===== config.mk =====
export PLATFORM = sky130hd
export DESIGN_NAME = led_substrip_pixel_router
export DESIGN_NICKNAME = d
export VERILOG_FILES = /design/src/design/lsp_pkg.sv /design/src/design/led_substrip_pixel_router.sv
export SDC_FILE = /design/constraint.sdc
export NUM_CORES = 1
export LEC_CHECK = 0
export ABC_CLOCK_PERIOD_IN_PS = 6530
export BUFFER_PORTS_ARGS = -buffer_cell sky130_fd_sc_hd__buf_2
export CORE_MARGIN = 2
export CORE_UTILIZATION = 61
export DETAILED_ROUTE_END_ITERATION = 12
export PLACE_DENSITY = 0.85
export SETUP_SLACK_MARGIN = 0.1
export SLEW_MARGIN = 10
export SYNTH_ARGS = -nofsm -noshare
export SYNTH_HDL_FRONTEND = slang
export SYNTH_SLANG_ARGS = --single-unit
export TNS_END_PERCENT = 10

===== constraint.sdc =====
create_clock -name i_clk -period 6.53 [get_ports i_clk]
set_clock_uncertainty 0.1 [all_clocks]
set_input_delay 0.3265 -clock i_clk [delete_from_list [all_inputs] [get_ports i_clk]]
set_output_delay 0.3265 -clock i_clk [all_outputs]
set_load 0.02 [all_outputs]

===== src/design/lsp_pkg.sv =====
// Shared types and constants for the LED substrip pixel router.
`timescale 1ns / 1ps

package lsp_pkg;

    localparam int TABLE_SLOTS = 4;
    localparam int SLOT_W      = 2;
    localparam int ADDR_W      = 6;
    localparam int DATA_W      = 64;
    localparam int POS_W       = 10;
    localparam int COLOR_W     = 24;
    localparam int LEN_W       = 16;
    localparam int SUM_W       = 18;
    localparam int SID_W       = 2;
    localparam int USED_W      = 3;

    localparam logic [COLOR_W-1:0] FULL_WHITE = 24'hFF_FFFF;

    typedef enum logic [2:0] {
        REG_BRIGHTNESS = 3'd0,
        REG_REVERSE    = 3'd1,
        REG_ACTIVE     = 3'd2,
        REG_SUB0       = 3'd3,
        REG_SUB1       = 3'd4,
        REG_SUB2       = 3'd5,
        REG_SUB3       = 3'd6
    } t_reg_idx;

    typedef struct packed {
        logic [SID_W-1:0] sid;
        logic             rev;
        logic [LEN_W-1:0] count;
        logic [LEN_W-1:0] start;
    } t_substrip;

    localparam int SUB_W = $bits(t_substrip);

endpackage


===== src/design/led_substrip_pixel_router.sv =====
// Top level: pipelined pixel router with its APB register file.
`timescale 1ns / 1ps

// Usage
//   Input: drive i_pixel_position and i_pixel_color with start high for one
//   cycle per pixel. busy is always low, so a pixel can be issued every cycle.
//   Output: o_strobe marks a result for exactly one cycle; found, strip
//   select, LED index and the scaled colour are on the o_ ports with it.
//   Throughput is one pixel per clock. The four register stages are: prefix
//   sums of the substrip lengths, range check and global reversal,
//   substrip search with the brightness multiplies, final index and
//   strip id check.
//   Configuration goes through the APB port (64-bit data, register i at byte
//   address 8*i); write only while no pixel is in flight. pready is tied high.
//   Reset (synchronous, active low) empties the pipeline and returns the
//   registers to full brightness, no reversal and no active substrips.
//   The receiver cannot stall: a result not taken in its strobe cycle is lost.
module led_substrip_pixel_router #(
    parameter int MAX_SUBSTRIPS = 4,
    parameter int MAX_LEDS      = 1024,
    parameter int NUM_STRIPS    = 4
) (
    input  logic                        i_clk,
    input  logic                        i_rst_n,
    // command channel
    input  logic                        start,
    output logic                        busy,
    input  logic [lsp_pkg::POS_W-1:0]   i_pixel_position,
    input  logic [lsp_pkg::COLOR_W-1:0] i_pixel_color,
    // result channel
    output logic                        o_strobe,
    output logic                        o_found,
    output logic [lsp_pkg::SID_W-1:0]   o_strip_select,
    output logic [lsp_pkg::LEN_W-1:0]   o_physical_index,
    output logic [7:0]                  o_red_out,
    output logic [7:0]                  o_green_out,
    output logic [7:0]                  o_blue_out,
    // configuration port
    input  logic                        psel,
    input  logic                        penable,
    input  logic                        pwrite,
    input  logic [lsp_pkg::ADDR_W-1:0]  paddr,
    input  logic [lsp_pkg::DATA_W-1:0]  pwdata,
    output logic [lsp_pkg::DATA_W-1:0]  prdata,
    output logic                        pready
);

    localparam int LIM = (MAX_SUBSTRIPS < lsp_pkg::TABLE_SLOTS) ?
                         MAX_SUBSTRIPS : lsp_pkg::TABLE_SLOTS;
    localparam int SW  = lsp_pkg::SUM_W;
    localparam int LW  = lsp_pkg::LEN_W;
    localparam int NT  = lsp_pkg::TABLE_SLOTS;

    // ---------------- register file ----------------
    logic [lsp_pkg::COLOR_W-1:0] r_brightness;
    logic                        r_reverse;
    logic [lsp_pkg::USED_W-1:0]  r_active;
    lsp_pkg::t_substrip          r_sub [NT];

    lsp_pkg::t_reg_idx          w_reg;
    logic [lsp_pkg::SLOT_W-1:0] w_slot;
    logic                       w_wr;

    assign w_reg  = lsp_pkg::t_reg_idx'(paddr[5:3]);
    assign w_slot = lsp_pkg::SLOT_W'(paddr[5:3] - 3'(lsp_pkg::REG_SUB0));
    assign w_wr   = psel && penable && pwrite;
    assign pready = 1'b1;
    assign busy   = 1'b0;

    always_ff @(posedge i_clk) begin
        if (!i_rst_n) begin
            r_brightness <= lsp_pkg::FULL_WHITE;
            r_reverse    <= 1'b0;
            r_active     <= '0;
            for (int i = 0; i < NT; i++) begin
                r_sub[i] <= '0;
            end
        end else if (w_wr) begin
            case (w_reg)
                lsp_pkg::REG_BRIGHTNESS: r_brightness <= pwdata[lsp_pkg::COLOR_W-1:0];
                lsp_pkg::REG_REVERSE:    r_reverse    <= pwdata[0];
                lsp_pkg::REG_ACTIVE:     r_active     <= pwdata[lsp_pkg::USED_W-1:0];
                lsp_pkg::REG_SUB0, lsp_pkg::REG_SUB1,
                lsp_pkg::REG_SUB2, lsp_pkg::REG_SUB3: begin
                    r_sub[w_slot] <= lsp_pkg::t_substrip'(pwdata[lsp_pkg::SUB_W-1:0]);
                end
                default: ;
            endcase
        end
    end

    always_comb begin
        prdata = '0;
        case (w_reg)
            lsp_pkg::REG_BRIGHTNESS: prdata = lsp_pkg::DATA_W'(r_brightness);
            lsp_pkg::REG_REVERSE:    prdata = lsp_pkg::DATA_W'(r_reverse);
            lsp_pkg::REG_ACTIVE:     prdata = lsp_pkg::DATA_W'(r_active);
            lsp_pkg::REG_SUB0, lsp_pkg::REG_SUB1,
            lsp_pkg::REG_SUB2, lsp_pkg::REG_SUB3: begin
                prdata = lsp_pkg::DATA_W'(r_sub[w_slot]);
            end
            default: prdata = '0;
        endcase
    end

    // ---------------- stage 1: prefix sums ----------------
    logic                        w_accept;
    logic [lsp_pkg::USED_W-1:0]  w_used;
    logic [SW-1:0]               n_pfx [NT];

    assign w_accept = start && !busy;
    assign w_used   = (r_active > lsp_pkg::USED_W'(LIM)) ? lsp_pkg::USED_W'(LIM) : r_active;

    // unused slots count as zero length, so they never match
    always_comb begin
        logic [SW-1:0] acc;
        acc = '0;
        for (int i = 0; i < NT; i++) begin
            if (lsp_pkg::USED_W'(i) < w_used) begin
                acc = acc + SW'(r_sub[i].count);
            end
            n_pfx[i] = acc;
        end
    end

    logic                        r_v1;
    logic [lsp_pkg::POS_W-1:0]   r_s1_pos;
    logic [lsp_pkg::COLOR_W-1:0] r_s1_color;
    logic [SW-1:0]               r_s1_pfx [NT];

    always_ff @(posedge i_clk) begin
        if (!i_rst_n) begin
            r_v1 <= 1'b0;
        end else begin
            r_v1 <= w_accept;
        end
        r_s1_pos   <= i_pixel_position;
        r_s1_color <= i_pixel_color;
        for (int i = 0; i < NT; i++) begin
            r_s1_pfx[i] <= n_pfx[i];
        end
    end

    // ---------------- stage 2: range check and reversal ----------------
    logic          n_in_range;
    logic [SW-1:0] n_idx;
    logic [SW-1:0] w_pos_ext;

    assign w_pos_ext  = SW'(r_s1_pos);
    assign n_in_range = (w_pos_ext < r_s1_pfx[NT-1]) &&
                        (17'(r_s1_pos) < 17'(MAX_LEDS));
    assign n_idx      = r_reverse ? (r_s1_pfx[NT-1] - SW'(1) - w_pos_ext) : w_pos_ext;

    logic                        r_v2;
    logic                        r_s2_in_range;
    logic [SW-1:0]               r_s2_idx;
    logic [lsp_pkg::COLOR_W-1:0] r_s2_color;
    logic [SW-1:0]               r_s2_pfx [NT];

    always_ff @(posedge i_clk) begin
        if (!i_rst_n) begin
            r_v2 <= 1'b0;
        end else begin
            r_v2 <= r_v1;
        end
        r_s2_in_range <= n_in_range;
        r_s2_idx      <= n_idx;
        r_s2_color    <= r_s1_color;
        for (int i = 0; i < NT; i++) begin
            r_s2_pfx[i] <= r_s1_pfx[i];
        end
    end

    // ---------------- stage 3: substrip search and scaling ----------------
    logic                       n_hit;
    logic [lsp_pkg::SLOT_W-1:0] n_sel;
    logic [LW-1:0]              n_local;
    logic [15:0]                w_prod_r, w_prod_g, w_prod_b;

    // first slot whose running total exceeds the index
    always_comb begin
        logic [SW-1:0] base;
        n_hit   = 1'b0;
        n_sel   = '0;
        n_local = '0;
        base    = '0;
        for (int i = 0; i < NT; i++) begin
            if (!n_hit && (r_s2_idx < r_s2_pfx[i])) begin
                n_hit   = 1'b1;
                n_sel   = lsp_pkg::SLOT_W'(i);
                n_local = LW'(r_s2_idx - base);
            end
            base = r_s2_pfx[i];
        end
        n_hit = n_hit && r_s2_in_range;
    end

    assign w_prod_r = r_s2_color[23:16] * r_brightness[23:16];
    assign w_prod_g = r_s2_color[15:8]  * r_brightness[15:8];
    assign w_prod_b = r_s2_color[7:0]   * r_brightness[7:0];

    logic                       r_v3;
    logic                       r_s3_hit;
    logic [lsp_pkg::SLOT_W-1:0] r_s3_sel;
    logic [LW-1:0]              r_s3_local;
    logic [7:0]                 r_s3_red, r_s3_green, r_s3_blue;

    always_ff @(posedge i_clk) begin
        if (!i_rst_n) begin
            r_v3 <= 1'b0;
        end else begin
            r_v3 <= r_v2;
        end
        r_s3_hit   <= n_hit;
        r_s3_sel   <= n_sel;
        r_s3_local <= n_local;
        r_s3_red   <= w_prod_r[15:8];
        r_s3_green <= w_prod_g[15:8];
        r_s3_blue  <= w_prod_b[15:8];
    end

    // ---------------- stage 4: LED index and strip check ----------------
    lsp_pkg::t_substrip w_ent;
    logic [LW-1:0]      w_off;
    logic               n_found;

    assign w_ent   = r_sub[r_s3_sel];
    assign w_off   = w_ent.rev ? (w_ent.count - LW'(1) - r_s3_local) : r_s3_local;
    assign n_found = r_s3_hit && (3'(w_ent.sid) < 3'(NUM_STRIPS));

    logic                      r_v4;
    logic                      r_s4_found;
    logic [lsp_pkg::SID_W-1:0] r_s4_sid;
    logic [LW-1:0]             r_s4_index;
    logic [7:0]                r_s4_red, r_s4_green, r_s4_blue;

    // drop the payload to zero when the pixel is not routed
    always_ff @(posedge i_clk) begin
        if (!i_rst_n) begin
            r_v4 <= 1'b0;
        end else begin
            r_v4 <= r_v3;
        end
        r_s4_found <= n_found;
        r_s4_sid   <= n_found ? w_ent.sid : '0;
        r_s4_index <= n_found ? (w_off + w_ent.start) : '0;
        r_s4_red   <= n_found ? r_s3_red : '0;
        r_s4_green <= n_found ? r_s3_green : '0;
        r_s4_blue  <= n_found ? r_s3_blue : '0;
    end

    assign o_strobe         = r_v4;
    assign o_found          = r_s4_found;
    assign o_strip_select   = r_s4_sid;
    assign o_physical_index = r_s4_index;
    assign o_red_out        = r_s4_red;
    assign o_green_out      = r_s4_green;
    assign o_blue_out       = r_s4_blue;

    // ---------------- assertions ----------------
    a_strobe_latency: assert property (@(posedge i_clk) disable iff (!i_rst_n)
        o_strobe |-> $past(w_accept, 4))
        else $error("result beat without a pixel four cycles earlier");

    a_zero_when_lost: assert property (@(posedge i_clk) disable iff (!i_rst_n)
        (o_strobe && !o_found) |-> (o_strip_select == '0 && o_physical_index == '0 &&
                                    o_red_out == '0 && o_green_out == '0 &&
                                    o_blue_out == '0))
        else $error("unrouted pixel carries a non-zero payload");

    a_strip_range: assert property (@(posedge i_clk) disable iff (!i_rst_n)
        (o_strobe && o_found) |-> (3'(o_strip_select) < 3'(NUM_STRIPS)))
        else $error("routed pixel to a strip that does not exist");

    a_pos_range: assert property (@(posedge i_clk) disable iff (!i_rst_n)
        (o_strobe && o_found) |-> (17'($past(i_pixel_position, 4)) < 17'(MAX_LEDS)))
        else $error("routed a pixel beyond the LED limit");

    a_hit_in_length: assert property (@(posedge i_clk) disable iff (!i_rst_n)
        (r_v3 && r_s3_hit) |-> (r_s3_local < r_sub[r_s3_sel].count))
        else $error("offset lies outside the selected substrip");

endmodule


After elaboration in Yosys (flattened, before gate mapping)
Memories as Yosys holds them, arrays and structs flattened.
Cells that the tools add are included.
- register bits after elaboration: 195
- bits in writable memories: 284
- input bits: 110
- output and inout port bits: 110
- word-level logic and storage cells: 102
- memories: 3
- memories (name ; depth ; width ; read ports ; clocked after Yosys merged registers in ; write ports ; RTL line ; source):
    r_sub ; 4 ; 35 ; 6 ; 0 ; 4 ; led_substrip_pixel_router.sv:58 ; lsp_pkg::t_substrip r_sub [NT];
    r_s1_pfx ; 4 ; 18 ; 4 ; 0 ; 4 ; led_substrip_pixel_router.sv:129 ; logic [SW-1:0] r_s1_pfx [NT];
    r_s2_pfx ; 4 ; 18 ; 4 ; 0 ; 4 ; led_substrip_pixel_router.sv:158 ; logic [SW-1:0] r_s2_pfx [NT];
- $add $sub $neg: 12
- multiply operators: 3
- order comparisons: 10
- eq/ne operators: 6
- mux-type cells: 26
- reduce and logical (&&, ||, !) cells: 16
- operator list (operator ; number):
    35-bit case mux with 4 select lines ; 1
    16-bit 2-to-1 mux ; 6
    18-bit < comparator ; 4
    16-bit subtractor ; 4
    18-bit by 16-bit adder with 18-bit output ; 3
    18-bit 2-to-1 mux ; 3
    8-bit by 8-bit multiplier with 16-bit output ; 3
    35-bit 2-to-1 mux ; 1
    35-bit OR reduction ; 1
    10-bit by 18-bit < comparator with 1-bit output ; 1
    18-bit by 1-bit subtractor with 18-bit output, second input constant ; 1
    18-bit by 10-bit subtractor with 18-bit output ; 1
    16-bit adder ; 1
    16-bit by 1-bit subtractor with 16-bit output, second input constant ; 1
    1-bit 2-to-1 mux ; 12
    10-bit 2-to-1 mux ; 1
    3-bit equality test, second input constant ; 3
    3-bit by 2-bit equality test with 1-bit output, second input constant ; 2
    1-bit logical AND ; 6
    1-bit by 3-bit < comparator with 1-bit output, first input constant ; 2
    2-bit by 3-bit < comparator with 1-bit output, first input constant ; 2
    2-bit AND reduction ; 3
    4-bit OR reduction ; 1
    3-bit by 1-bit equality test with 1-bit output, second input constant ; 1
    7 further kinds ; 9

Logic depth before layout (Yosys ltp)
Gate-level depths: netlist (run 1).
An unclocked memory read counts as a cell.
- depth in word-level cells: 13
- gate-level depth with buffers: 32
- gate-level depth less buffers: 29

Least setup slack after synthesis (run 1)
No wires, ideal clock.
- path kind: flip-flop to flip-flop
- start point: register r_active[2] in the netlist's numbering
- end point: memory r_s1_pfx[3][15] in the netlist's numbering
- library setup time: 121 ps
- arrival time: 5712 ps
- required time: 6309 ps
- slack: 597 ps
- stages on the path, launching flop included: 30
- path buffers: 3
- clock period less this slack: 5933 ps
- path through: dfxtp_1 -> buf_6 -> or2_2 -> buf_2 -> nor2_1 -> clkbuf_1 -> and2b_1 -> ha_1 -> o21ai_1 -> nor2_1 -> nor2_1 -> xor2_1 -> o21ai_0 -> ha_1 -> o211a_1 -> o31a_1 -> o41a_1 -> a21o_1 -> a21oi_1 -> xor2_1 -> nor2_1 -> a21o_1 -> ha_1 -> inv_1 -> o221ai_1 -> a21o_1 -> a21oi_2 -> o21ai_0 -> xor2_1 -> mux2_2
- RTL lines (what ; RTL line ; source):
    start, declared ; led_substrip_pixel_router.sv:57 ; logic [lsp_pkg::USED_W-1:0] r_active;
    start signal, assigned ; led_substrip_pixel_router.sv:82 ; lsp_pkg::REG_ACTIVE: r_active <= pwdata[lsp_pkg::USED_W-1:0];
    end, declared ; led_substrip_pixel_router.sv:129 ;

==> run metrics, run 1 <==
gr usage total 0.297; Async S/R FF share, synth 0; TritonRoute pass-1 iters 6; clock net sink count about 470; Initial Util 0.617; CP max FO 10; post-DP HPWL 52300 um; synth warn 0; Internal 0.00683 W; Hold/Removal Path Class primary input to flop; CTS buffer count 48; cell mode on critical path o21ai_0; Port Buf Inserts 156; Synth-to-Final Area Change 13.1%; Finish-stage setup viols 0; endpoints failing hold 0; Max VDD drop around 400 uV; Max Slew Vio Count 0; sw frac 0.362; setup ws final 0.341 ns; Post-Syn Area per Cell 10.2 um^2; Synth Flop Type dfxtp_1; cells taking the most area after synthesis dfxtp_1 23%, edfxtp_1 15%, ha_1 12%, fa_1 8.0%, and2_1 6.4%; vias in the first global route 22500; drt total wl 72200 um; htree depth 2; sequential fraction of design power 0.327; pre-CTS setup slack 0.292 ns; via count 21700; DR vias/cell 5.90; outcome completed; setup TNS 0 ns; Worst path slowest cell o21ai_0; Tmin final 6.19 ns; WHS 0.136 ns; RSZ-0062 raised after global routing yes; FF-to-FF setup slack approximately 0.34 ns; Power per Cell Area 330 nW/um^2; GP Congestion 0.943; top-area cell type share of the netlist area 0.232; layout cells sized above 1 0.126; die area 48800 um^2; fill count ~3200; Least-Margin Pin Slew 1.21 ns; Clock Power Share 0.269; clk slew on worst S/H paths around 0.06 ns; Synth area leader dfxtp_1; TritonCTS clock tree yes; mapped cell area about 29000 um^2; Initial DRC Count around 1700; die width 221 um; Pleak roughly 14 nW; Final Cycle Share 0.948; Yosys reg bits 473; Max stage delay on crit path between 0.4 and 0.5 ns; first-pass GRT wire length 116000 um; fin nets 3519; Ports 220; Post-Syn Instances 2812; CP Capture Type flop; chip height roughly 220 um; Layout Utilization 0.698; crit path DAT about 6.6 ns; Clock Path Buffers 3; Worst Setup Start Kind flop; sequential area share after synthesis 0.379; clock latency on the worst-skew pair 0.62 ns; P_sw a little under 0.004 W; Post-synth EDFFs 140; Crit Path Class flop to flop; grt ovf 0; Root Driver clkbuf_16; Max Freq 162 MHz; wire per inst 19.7 um; largest net degree at the start of global routing 44; Slew HR 0.195; core box area 46500 um^2; drt drc 0; Max Cap Viol 0; Critical Path RT 6.94 ns; initial antenna violation count 2; FP Rows 79; synth unique cells slightly above 80; Antenna Violating Nets Remaining 0; Comb pwr share 0.404
==> metrics by stage <==
step	std cells	power (W)	cell area, um^2
after detailed placement	3508	0.00770	30000
after global placement	3508	0.00748	30000
after floorplan	2841	0.00664	28800
final	3672	0.0107	32400
after CTS	3668	0.0107	32400
after global routing	3672	0.0114	32400
==> power groups by stage <==
stage / clock, W / sequential [W] / combinational, W
2_1_floorplan: 0 / 0.00360 / 0.00304
3_3_place_gp: 0 / 0.00355 / 0.00394
4_1_cts: 0.00292 / 0.00350 / 0.00424
6_report: 0.00288 / 0.00351 / 0.00432
3_5_place_dp: 0 / 0.00355 / 0.00414
5_1_grt: 0.00303 / 0.00353 / 0.00482
==> area by class of cell <==
cell class	instances	area [um^2]	area share
clock buffers	64	1430	0.0441
well taps	607	759	0.0234
flip-flops and latches	473	10900	0.335
diodes	1	2.50	0.0000772
clock inverters	26	258	0.00795
inverters	283	1060	0.0328
multi-input cells	1962	16300	0.504
repair buffers	256	1710	0.0526
==> cell usage after synthesis, types with 41 or more instances <==
master / n
and2_1: 295
nor2_1: 124
dfxtp_1: 333
clkbuf_1: 73
a21oi_1: 95
edfxtp_1: 140
nand3_1: 58
nand2_1: 242
ha_1: 271
fa_1: 114
xnor2_1: 80
xor2_1: 47
mux4_2: 70
nor2b_1: 41
o21ai_0: 115
inv_1: 282
==> sequential cells by signal, indices dropped and copies added (netlist names), 18 cells and up <==
register	cells
r_s1_pfx	69
r_sub	140
r_s2_pfx	69
r_s2_color	24
r_s2_idx	18
r_s1_color	24
r_brightness	24
==> worst paths after layout <==
check,depth (start not counted),endpoint,from
max,30,r_s1_pfx[3][17]$_DFF_P_,r_active[2]$_SDFFE_PN0P_
min,4,r_reverse$_SDFFE_PN0P_,paddr[5]
max reg2reg,30,r_s1_pfx[3][17]$_DFF_P_,r_active[2]$_SDFFE_PN0P_
min reg2reg,0,r_s2_pfx[2][2]$_DFF_P_,r_s1_pfx[2][2]$_DFF_P_
==> worst max-delay path, delay by kind of cell (launching register included) <==
| kind | cells | cell delay [ns] |
|---|---|---|
| adder cells (fa/ha/maj) | 4 | 1.24 |
| XOR/XNOR | 3 | 0.39 |
| buffers and inverters | 2 | 0.29 |
| flip-flops | 1 | 0.31 |
| AO/OA/AOI/OAI | 14 | 2.41 |
| AND/OR/NAND/NOR | 7 | 1.33 |
==> placed cells by master (no fill, tap or decap), types with 31 or more instances in the layout <==
cell	instances
xnor2_1	80
nand2_1	242
inv_1	282
ha_1	270
dfxtp_1	331
edfxtp_1	140
clkbuf_16	53
conb_1	31
a21oi_1	93
dlygate4sd3_1	70
nor2_1	122
nand3_1	58
nor2b_1	40
buf_2	156
and2_1	295
o21ai_0	109
xor2_1	47
nor3_1	36
o21a_1	33
fa_1	114
mux4_2	70
==> cells by family after synthesis <==
| family | synth area share |
|---|---|
| XOR/XNOR | 0.0388 |
| multiplexers | 0.0644 |
| other | 0.000262 |
| AO/OA/AOI/OAI | 0.106 |
| buffers and inverters | 0.0580 |
| adder cells (fa/ha/maj) | 0.198 |
| AND/OR/NAND/NOR | 0.156 |
| flip-flops | 0.379 |
==> per-layer routing <==
| layer | vias up | share of wire | track usage |
|---|---|---|---|
| met5 | - | 0.00018 | 0 |
| met4 | 2 | 0.042 | 0.134 |
| met3 | 199 | 0.082 | 0.0499 |
| met2 | 1010 | 0.50 | 0.515 |
| met1 | 10500 | 0.38 | 0.362 |
| li1 | 9987 | - | - |
==> timing repair <==
| action | 4_1_cts | 5_1_grt |
|---|---|---|
| endpoints found under the setup margin | 0 | 4 |
| buffers inserted | 0 | 3 |
| gates resized for setup | 0 | 10 |
| endpoints found under the hold margin | 202 | 0 |
| hold buffers | 70 | 0 |
Note: power is estimated with default switching activity, not from simulation.
==> run 2: changes to the inputs <==
--- a/config.mk
+++ b/config.mk
@@ -11,4 +11,5 @@
 export CORE_UTILIZATION = 61
 export DETAILED_ROUTE_END_ITERATION = 12
+export GPL_TIMING_DRIVEN = 1
 export PLACE_DENSITY = 0.85
 export SETUP_SLACK_MARGIN = 0.1
==> constraint.sdc (replaced) <==
create_clock -name i_clk -period 6.53 [get_ports i_clk]
set_clock_uncertainty 0.1 [all_clocks]
set_input_delay 1.959 -clock i_clk [delete_from_list [all_inputs] [get_ports i_clk]]
set_output_delay 1.959 -clock i_clk [all_outputs]
set_load 0.02 [all_outputs]
==> run 2 against run 1 <==
  * Combinational power barely moved
  * Largest power group unchanged
  * Via count fell by 1.8%
  * Highest routed layer unchanged
  * Worst hold slack improved by 0.088 ns
==> run metrics, run 2 (synthesis gave the netlist of run 1 again) <==
Hold/Removal Path Class flop to flop; post-DP HPWL about 53000 um; post_cts resized 0; CP Capture Type flop; Synth-to-Final Area Change 11.0%; Pleak 14.2 nW; commonest non-fill, non-tap cell in the layout dfxtp_1; DR vias/cell 5.90; Power per Cell Area 337 nW/um^2; Clock Path Buffers 3; Port Buf Inserts 156; grt ovf 0; Initial Util 0.617; Crit path buffers/inverters 2; via count roughly 21000; Initial DRC Count 1866; fin nets 3451; FP Rows 79; Ports 220; Finish-stage setup viols 0; delay-heaviest family, CP compound AO/OA/AOI/OAI gates; Slew HR 0.161; Largest regs r_sub (140), r_s1_pfx (69), r_s2_pfx (69); Least-Margin Pin Slew about 1.3 ns; WHS 0.224 ns; P_sw 0.00383 W; GP Congestion about 0.95; initial antenna violation count 10; layout cells sized above 1 0.129; Max Cap Viol 0; Max Slew Vio Count 0; wire per inst 19.7 um; drt total wl 71000 um; Internal approximately 0.007 W; largest net degree at the start of global routing 44; drt drc 0; outcome completed; Clock Power Share 0.274; core box area about 46000 um^2; crit path DAT 6.57 ns; Max stage delay on crit path 0.35 ns; Max Freq 161 MHz; Top reg by flops r_sub; postcts setup bufs 0; clock net sink count about 470; Max VDD drop 337 uV; die area 48800 um^2; Root Driver clkbuf_16; die width roughly 220 um; first-pass GRT wire length between 100000 and 150000 um; Antenna Violating Nets Remaining 0; Crit Path Class flop to flop; sequential fraction of design power 0.326; RSZ-0062 raised after global routing no; endpoints failing hold 0; CTS buffer count 49; clk slew on worst S/H paths about 0.06 ns; TritonRoute pass-1 iters 6; vias in the first global route around 22000; Comb pwr share 0.400; Final Cycle Share 0.949; fill count 3291; setup ws final around 0.34 ns; gr usage total 0.290; htree depth 2; CP max FO 14; pre-CTS setup slack 0.210 ns; Critical Path RT 6.90 ns; clock latency on the worst-skew pair 0.61 ns; TritonCTS clock tree yes; chip height roughly 220 um; Post-CTS Hold Buffers 0; Worst Setup Start Kind flop; max reg flops 140; Worst path slowest cell ha_1; most frequent cells in the layout 331 x dfxtp_1, 295 x and2_1, 282 x inv_1; Tmin final 6.19 ns; sw frac 0.357
run 2: changes by cell type in the layout (fill, tap and decap cells not counted), sizes merged:
cell         delta
dlygate4sd3    -70
diode           +6
bufinv          +3
clkinvlp        -3
buf             +1
clkbuf          +1
clkinv          -1
inv             +1
run 2: cell type report:
class / instances / area (um^2) / area share
Multi-Input combinational cell: 1962 / 16300 / 0.513
Sequential cell: 473 / 10900 / 0.342
Clock buffer: 65 / 1400 / 0.0439
Timing Repair Buffer: 187 / 1080 / 0.0339
Inverter: 283 / 1060 / 0.0334
Tap cell: 607 / 759 / 0.0239
Clock inverter: 26 / 313 / 0.00983
Antenna cell: 7 / 17.5 / 0.000550
run 2: per-layer routing:
layer / vias up / wire length, um / global-route usage
li1: 9867 / - / -
met3: 201 / 5480 / 0.0444
met5: - / 47 / 0
met4: 8 / 3130 / 0.135
met2: 937 / 34900 / 0.500
met1: 10300 / 27500 / 0.360
run 2: worst register-to-register path: cells and delay by family (launching register included):
| kind | cells | cell delay (ns) |
|---|---|---|
| XOR/XNOR | 3 | 0.36 |
| AO/OA/AOI/OAI | 12 | 2.66 |
| buffers and inverters | 2 | 0.33 |
| AND/OR/NAND/NOR | 4 | 0.72 |
| multiplexers | 2 | 0.58 |
| flip-flops | 1 | 0.30 |
| adder cells (fa/ha/maj) | 3 | 1.01 |
run 2: per-stage QoR:
| stage | util | instances | instance area (um^2) | setup TNS (ns) | power [W] |
|---|---|---|---|---|---|
| final | 0.685 | 3610 | 31800 | 0 | 0.0107 |
| after global routing | 0.685 | 3606 | 31800 | 0 | 0.0114 |
| after CTS | 0.684 | 3603 | 31800 | 0 | 0.0107 |
| after detailed placement | 0.647 | 3512 | 30100 | 0 | 0.00773 |
| after global placement | 0.647 | 3512 | 30100 | 0 | 0.00752 |
| after floorplan | - | 2841 | 28800 | -0.196 | 0.00664 |
run 2: power by group through the flow:
stage / registers [W] / logic [W] / clock network, W
3_5_place_dp: 0.00354 / 0.00418 / 0
5_1_grt: 0.00352 / 0.00478 / 0.00308
6_report: 0.00350 / 0.00429 / 0.00294
2_1_floorplan: 0.00360 / 0.00304 / 0
4_1_cts: 0.00349 / 0.00426 / 0.00297
3_3_place_gp: 0.00353 / 0.00399 / 0
run 2: path summary, 6_finish.rpt:
| kind | startpoint | end | slack [ns] | cells past startpoint |
|---|---|---|---|---|
| setup / recovery | r_active[2]$_SDFFE_PN0P_ | r_s1_pfx[3][15]$_DFF_P_ | 0.34 | 26 |
| hold / removal | r_s1_color[6]$_DFF_P_ | r_s2_color[6]$_DFF_P_ | 0.22 | 0 |
| setup reg to reg | r_active[2]$_SDFFE_PN0P_ | r_s1_pfx[3][15]$_DFF_P_ | 0.34 | 26 |
| hold reg to reg | r_s1_color[6]$_DFF_P_ | r_s2_color[6]$_DFF_P_ | 0.22 | 0 |
